--- src/rtl/core/lhik_pkg.sv ---
`timescale 1ns / 1ps
package lhik_pkg;

   localparam int JOINTS = 2;
   localparam int HIP = 0;
   localparam int KNEE = 1;
   localparam int DIVISOR = 46;
   localparam int HALF_PI_Q12 = 6434;
   localparam int CODE_W = 13;

   localparam logic [2:0] CSR_POSITION_GAIN = 3'd0;
   localparam logic [2:0] CSR_RATE_GAIN = 3'd1;
   localparam logic [2:0] CSR_HIP_LIMIT = 3'd2;
   localparam logic [2:0] CSR_KNEE_LIMIT = 3'd3;
   localparam logic [2:0] CSR_CONTROL_RATE = 3'd4;

   typedef struct packed {
      logic rate_en;
      logic sat_en;
      logic prod_en;
      logic sum_en;
   } lane_ctl_type;

   function automatic longint cos_q30(input logic [63:0] a);
      logic [63:0] x;
      logic [63:0] x2;
      logic [63:0] term;
      longint sum;
      x = a << 18;
      x2 = (x * x) >> 30;
      term = 64'd1 << 30;
      sum = longint'(term);
      term = ((term * x2) >> 30) / 64'd2;
      sum = sum - longint'(term);
      term = ((term * x2) >> 30) / 64'd12;
      sum = sum + longint'(term);
      term = ((term * x2) >> 30) / 64'd30;
      sum = sum - longint'(term);
      term = ((term * x2) >> 30) / 64'd56;
      sum = sum + longint'(term);
      term = ((term * x2) >> 30) / 64'd90;
      sum = sum - longint'(term);
      term = ((term * x2) >> 30) / 64'd132;
      sum = sum + longint'(term);
      term = ((term * x2) >> 30) / 64'd182;
      sum = sum - longint'(term);
      return sum;
   endfunction

   function automatic logic [CODE_W-1:0] acos_code(input longint r);
      logic [63:0] lo;
      logic [63:0] hi;
      logic [63:0] mid;
      lo = 64'd0;
      hi = 64'(HALF_PI_Q12);
      for (int k = 0; k < 16; k++) begin
         if (lo < hi) begin
            mid = (lo + hi) >> 1;
            if (cos_q30(mid) <= r) begin
               hi = mid;
            end else begin
               lo = mid + 64'd1;
            end
         end
      end
      return lo[CODE_W-1:0];
   endfunction

endpackage

--- src/rtl/core/lhik_lane.sv ---
`timescale 1ns / 1ps
module lhik_lane (
   input  logic clock,
   input  lhik_pkg::lane_ctl_type ctl,
   input  logic signed [15:0] target,
   input  logic signed [15:0] prev_target,
   input  logic signed [15:0] angle_meas,
   input  logic signed [23:0] rate_meas,
   input  logic [14:0] torque_limit,
   input  logic [15:0] position_gain,
   input  logic [15:0] rate_gain,
   input  logic [15:0] control_rate_hz,
   input  logic fresh,
   output logic signed [15:0] torque,
   output logic signed [23:0] rate_target
);
   logic signed [33:0] rprod_ff;
   logic signed [16:0] aerr_ff;
   logic signed [23:0] rate_ff, rate_in;
   logic signed [24:0] rerr_ff;
   logic signed [33:0] pprod_ff;
   logic signed [41:0] dprod_ff;
   logic signed [15:0] torque_ff, torque_in;

   logic signed [16:0] diff;
   logic signed [16:0] aerr;
   logic signed [24:0] rerr;
   logic signed [42:0] acc;
   logic signed [30:0] shifted;
   logic signed [30:0] lim;

   always_comb begin
      diff = {target[15], target} - {prev_target[15], prev_target};
      aerr = {target[15], target} - {angle_meas[15], angle_meas};
      if (fresh) begin
         rate_in = '0;
      end else if (rprod_ff > 34'sd8388607) begin
         rate_in = 24'sh7FFFFF;
      end else if (rprod_ff < -34'sd8388608) begin
         rate_in = 24'sh800000;
      end else begin
         rate_in = rprod_ff[23:0];
      end
      rerr = {rate_in[23], rate_in} - {rate_meas[23], rate_meas};
      acc = 43'(pprod_ff) + 43'(dprod_ff) + 43'sd2048;
      shifted = acc[42:12];
      lim = $signed({16'd0, torque_limit});
      if (shifted > lim) begin
         torque_in = lim[15:0];
      end else if (shifted < -lim) begin
         torque_in = 16'(-lim);
      end else begin
         torque_in = shifted[15:0];
      end
   end

   always_ff @(posedge clock) begin
      if (ctl.rate_en) begin
         rprod_ff <= diff * $signed({1'b0, control_rate_hz});
         aerr_ff <= aerr;
      end
      if (ctl.sat_en) begin
         rate_ff <= rate_in;
         rerr_ff <= rerr;
      end
      if (ctl.prod_en) begin
         pprod_ff <= aerr_ff * $signed({1'b0, position_gain});
         dprod_ff <= rerr_ff * $signed({1'b0, rate_gain});
      end
      if (ctl.sum_en) begin
         torque_ff <= torque_in;
      end
   end

   assign torque = torque_ff;
   assign rate_target = rate_ff;
endmodule
--- config.mk ---
export PLATFORM = sky130hd
export DESIGN_NAME = lhik_lane
export DESIGN_NICKNAME = d
export VERILOG_FILES = /design/src/rtl/core/lhik_pkg.sv /design/src/rtl/core/lhik_lane.sv
export SDC_FILE = /design/constraint.sdc
export NUM_CORES = 2
export LEC_CHECK = 0
export ABC_AREA = 1
export BUFFER_PORTS_ARGS = -buffer_cell sky130_fd_sc_hd__clkbuf_2
export CORE_MARGIN = 1
export CORE_UTILIZATION = 61
export DETAILED_ROUTE_END_ITERATION = 16
export PLACE_DENSITY = 0.89
export SLEW_MARGIN = 0
export SYNTH_ARGS = -nofsm -noshare
export SYNTH_HDL_FRONTEND = slang
export SYNTH_SLANG_ARGS = --single-unit
--- constraint.sdc ---
create_clock -name clock -period 13.5 [get_ports clock]
set_input_delay 3.375 -clock clock [delete_from_list [all_inputs] [get_ports clock]]
set_output_delay 3.375 -clock clock [all_outputs]
set_load 0.01 [all_outputs]
==> flow_summary.yaml <==
status:
  status: "complete, no violations"
worst_setup_path:
  crit_cells: 35
  timing.rr.end: "pprod_ff[29]$_DFFE_PP_"
  cpMostUsedCell: "nand2_1"
  r2r_cells: 20
  start_kind: "primary input"
  worstSetupEndpointType: "flop"
  critical_path.startpoint: "target[0]"
  r2r_slack_ns: 6.55
  cp.arrival_ns: 11.69
  crit_path_max_fanout: 14
  path_delay_family: "adder cells"
  max_stage_delay_ns: 0.98
  r2r_start: "aerr_ff[16]$_DFFE_PP_"
  endpoint: "rprod_ff[33]$_DFFE_PP_"
  cp.required_ns: 13.74
  worst_path_max_delay_cell: "fa_1"
  path_class: "in2reg"
  path_buf_inv: 5
layout:
  drive_gt1_frac: 0.04628
  nets: 7737
  synthToLayoutAreaGrowth_pct: 4.143
grt:
  antenna_found_initial: 0
  grt_pass1_wl_um: 208700
  grt_pass1_vias: 42840
  track_usage: 0.3191
  overflow: 0
  grt_max_degree: 77
job:
  max-cap-violations: 0
placement:
  post-place-ws_ns: 1.663
  hpwl_um: 106500
  place_congestion: 0.9694
  portBuffers: 180
logic_synthesis:
  synth_area_leaders: "fa_1, inv_1, ha_1"
  syn_nets: 7736
  ys_async_sr_fraction: 0
  ys_types: 51
  yosys_warnings: 0
  avgSynthCellArea_um2: 8.096
  yosysTopAreaCellShare: 0.3780
  syn_inst: 6188
  yosys.area.top_type: "fa_1"
  synth-edff-count: 192
  synth-seq-cells: 192
  synth_area_um2: 50100
  ys.flop_type: "edfxtp_1"
  ys_seq_area_frac: 0.1151
floorplan:
  die_w_um: 288.6
  io_pins: 181
  die-area_um2: 83280
  core_area_um2: 80940
  start_util: 0.6190
  die_y_um: 288.6
  rows: 104
sta:
  max_freq_ghz: 0.08739
  setup_viol: 0
  worst_pin_slew_ns: 1.195
  skew_ns: 0.01945
  drv_slew: 0
  slew_headroom: 0.2033
  fin_crit_ns: 11.44
  final.setup.worst_slack_ns: 2.057
  rsz0062_at_grt: "no"
  holdWs_ns: 0.5902
  tns_ns: 0
  finalHoldViolations: 0
  post-route-period-util: 0.8476
clocking:
  cts_hold_buf: 0
  cts_tree: "done"
  cts_made_buffers: 17
  cts_num_sinks: 192
  cts_root_buf: "clkbuf_16"
  cts.repair.resized: 0
  clock_path_buffers: 2
  ctsHtreeMaxLevel: 4
  worstSkewPairLatency_ns: 0.51
  clk_pin_slew_ns: 0.08
  post_cts_buffers: 0
route:
  drt_iter0_drc: 2782
  num_vias: 39960
  ant_nets: 0
  drt-total-wl_um: 127200
  vias_per_cell: 5.502
  drc_errors: 0
  avgRoutedWirePerCell_um: 17.51
  dr.pass1.iters: 7
worst_hold_path:
  hold_path.class: "reg2reg"
[layer usage]
metal / global-route usage / part of all wire / wire, um
met1: 0.3759 / 0.37 / 46720
met2: 0.5561 / 0.50 / 63470
met3: 0.05363 / 0.074 / 9377
met4: 0.1741 / 0.060 / 7612
met5: 0.002273 / 0.00024 / 31
[worst min path at each step]
stage / from / endpoint / slack (ns) / depth (start not counted)
detailed placement: rprod_ff[21]$_DFFE_PP_ / rate_target[21]$_DFFE_PP_ / 0.59 / 2
finish: rprod_ff[18]$_DFFE_PP_ / rate_target[18]$_DFFE_PP_ / 0.59 / 2
CTS: rprod_ff[18]$_DFFE_PP_ / rate_target[18]$_DFFE_PP_ / 0.60 / 2
global placement: rprod_ff[18]$_DFFE_PP_ / rate_target[18]$_DFFE_PP_ / 0.59 / 2
floorplan: rprod_ff[10]$_DFFE_PP_ / rate_target[10]$_DFFE_PP_ / 0.54 / 2
global route: rprod_ff[17]$_DFFE_PP_ / rate_target[17]$_DFFE_PP_ / 0.63 / 2
[worst min-delay path, cell delays in order (launching register included)]
cell and delay [ns]:
edfxtp_1 0.32, o21ai_0 0.08, inv_1 0.09
[synthesized netlist by cell type, types with 13 or more instances]
| library cell | number |
|---|---|
| fa_1 | 946 |
| edfxtp_1 | 192 |
| nand3_1 | 117 |
| nand4_1 | 26 |
| nor2_2 | 16 |
| nor4_1 | 13 |
| a31oi_1 | 27 |
| o21a_1 | 15 |
| nor2_1 | 311 |
| clkbuf_1 | 198 |
| nand2_1 | 1362 |
| inv_1 | 1778 |
| o21ai_1 | 14 |
| xnor2_1 | 72 |
| nor3_1 | 24 |
| o21bai_1 | 19 |
| xor2_1 | 122 |
| a21oi_1 | 224 |
| ha_1 | 461 |
| nand2_2 | 13 |
| o21ai_0 | 125 |
[sequential cells by signal (all words and copies together) (netlist names)]
name and flops:
rate_target 24, rprod_ff 34, dprod_ff 42, rerr_ff 25, torque 16, pprod_ff 34
aerr_ff 17
[per-stage QoR]
| step | instance area [um^2] | std cells | utilization |
|---|---|---|---|
| global route | 52170 | 7262 | 0.6446 |
| detailed placement | 51590 | 7230 | 0.6375 |
| floorplan | 50100 | 6188 | - |
| global placement | 51590 | 7230 | 0.6375 |
| CTS | 52170 | 7262 | 0.6446 |
| finish | 52170 | 7263 | 0.6446 |
[placed cells by master (no fill, tap or decap), types with 117 or more instances in the layout]
cell type / instances
o21ai_0: 125
inv_1: 1778
ha_1: 461
fa_1: 946
nor2_1: 311
nand2_1: 1362
xor2_1: 122
nand3_1: 117
clkbuf_2: 179
a21oi_1: 224
edfxtp_1: 192
[layout make-up]
cell class / instances / area [um^2]
Antenna cell: 1 / 2.502
Clock buffer: 18 / 429.2
Clock inverter: 14 / 146.4
Fill cell: 6390 / 28770
Inverter: 1794 / 6734
Multi-Input combinational cell: 3997 / 36820
Sequential cell: 192 / 5766
Tap cell: 1060 / 1326
Timing Repair Buffer: 187 / 953.4
[logic make-up after synthesis]
logic type	after synthesis	synth area share
flip-flops	192	0.1151
AO/OA/AOI/OAI	473	0.05267
AND/OR/NAND/NOR	1921	0.1542
buffers and inverters	1999	0.1500
XOR/XNOR	196	0.03479
adder cells (fa/ha/maj)	1407	0.4932
Power is left out: the tool's default activity adds up to more than one toggle a clock period on the data nets, which glitch-free logic cannot reach.
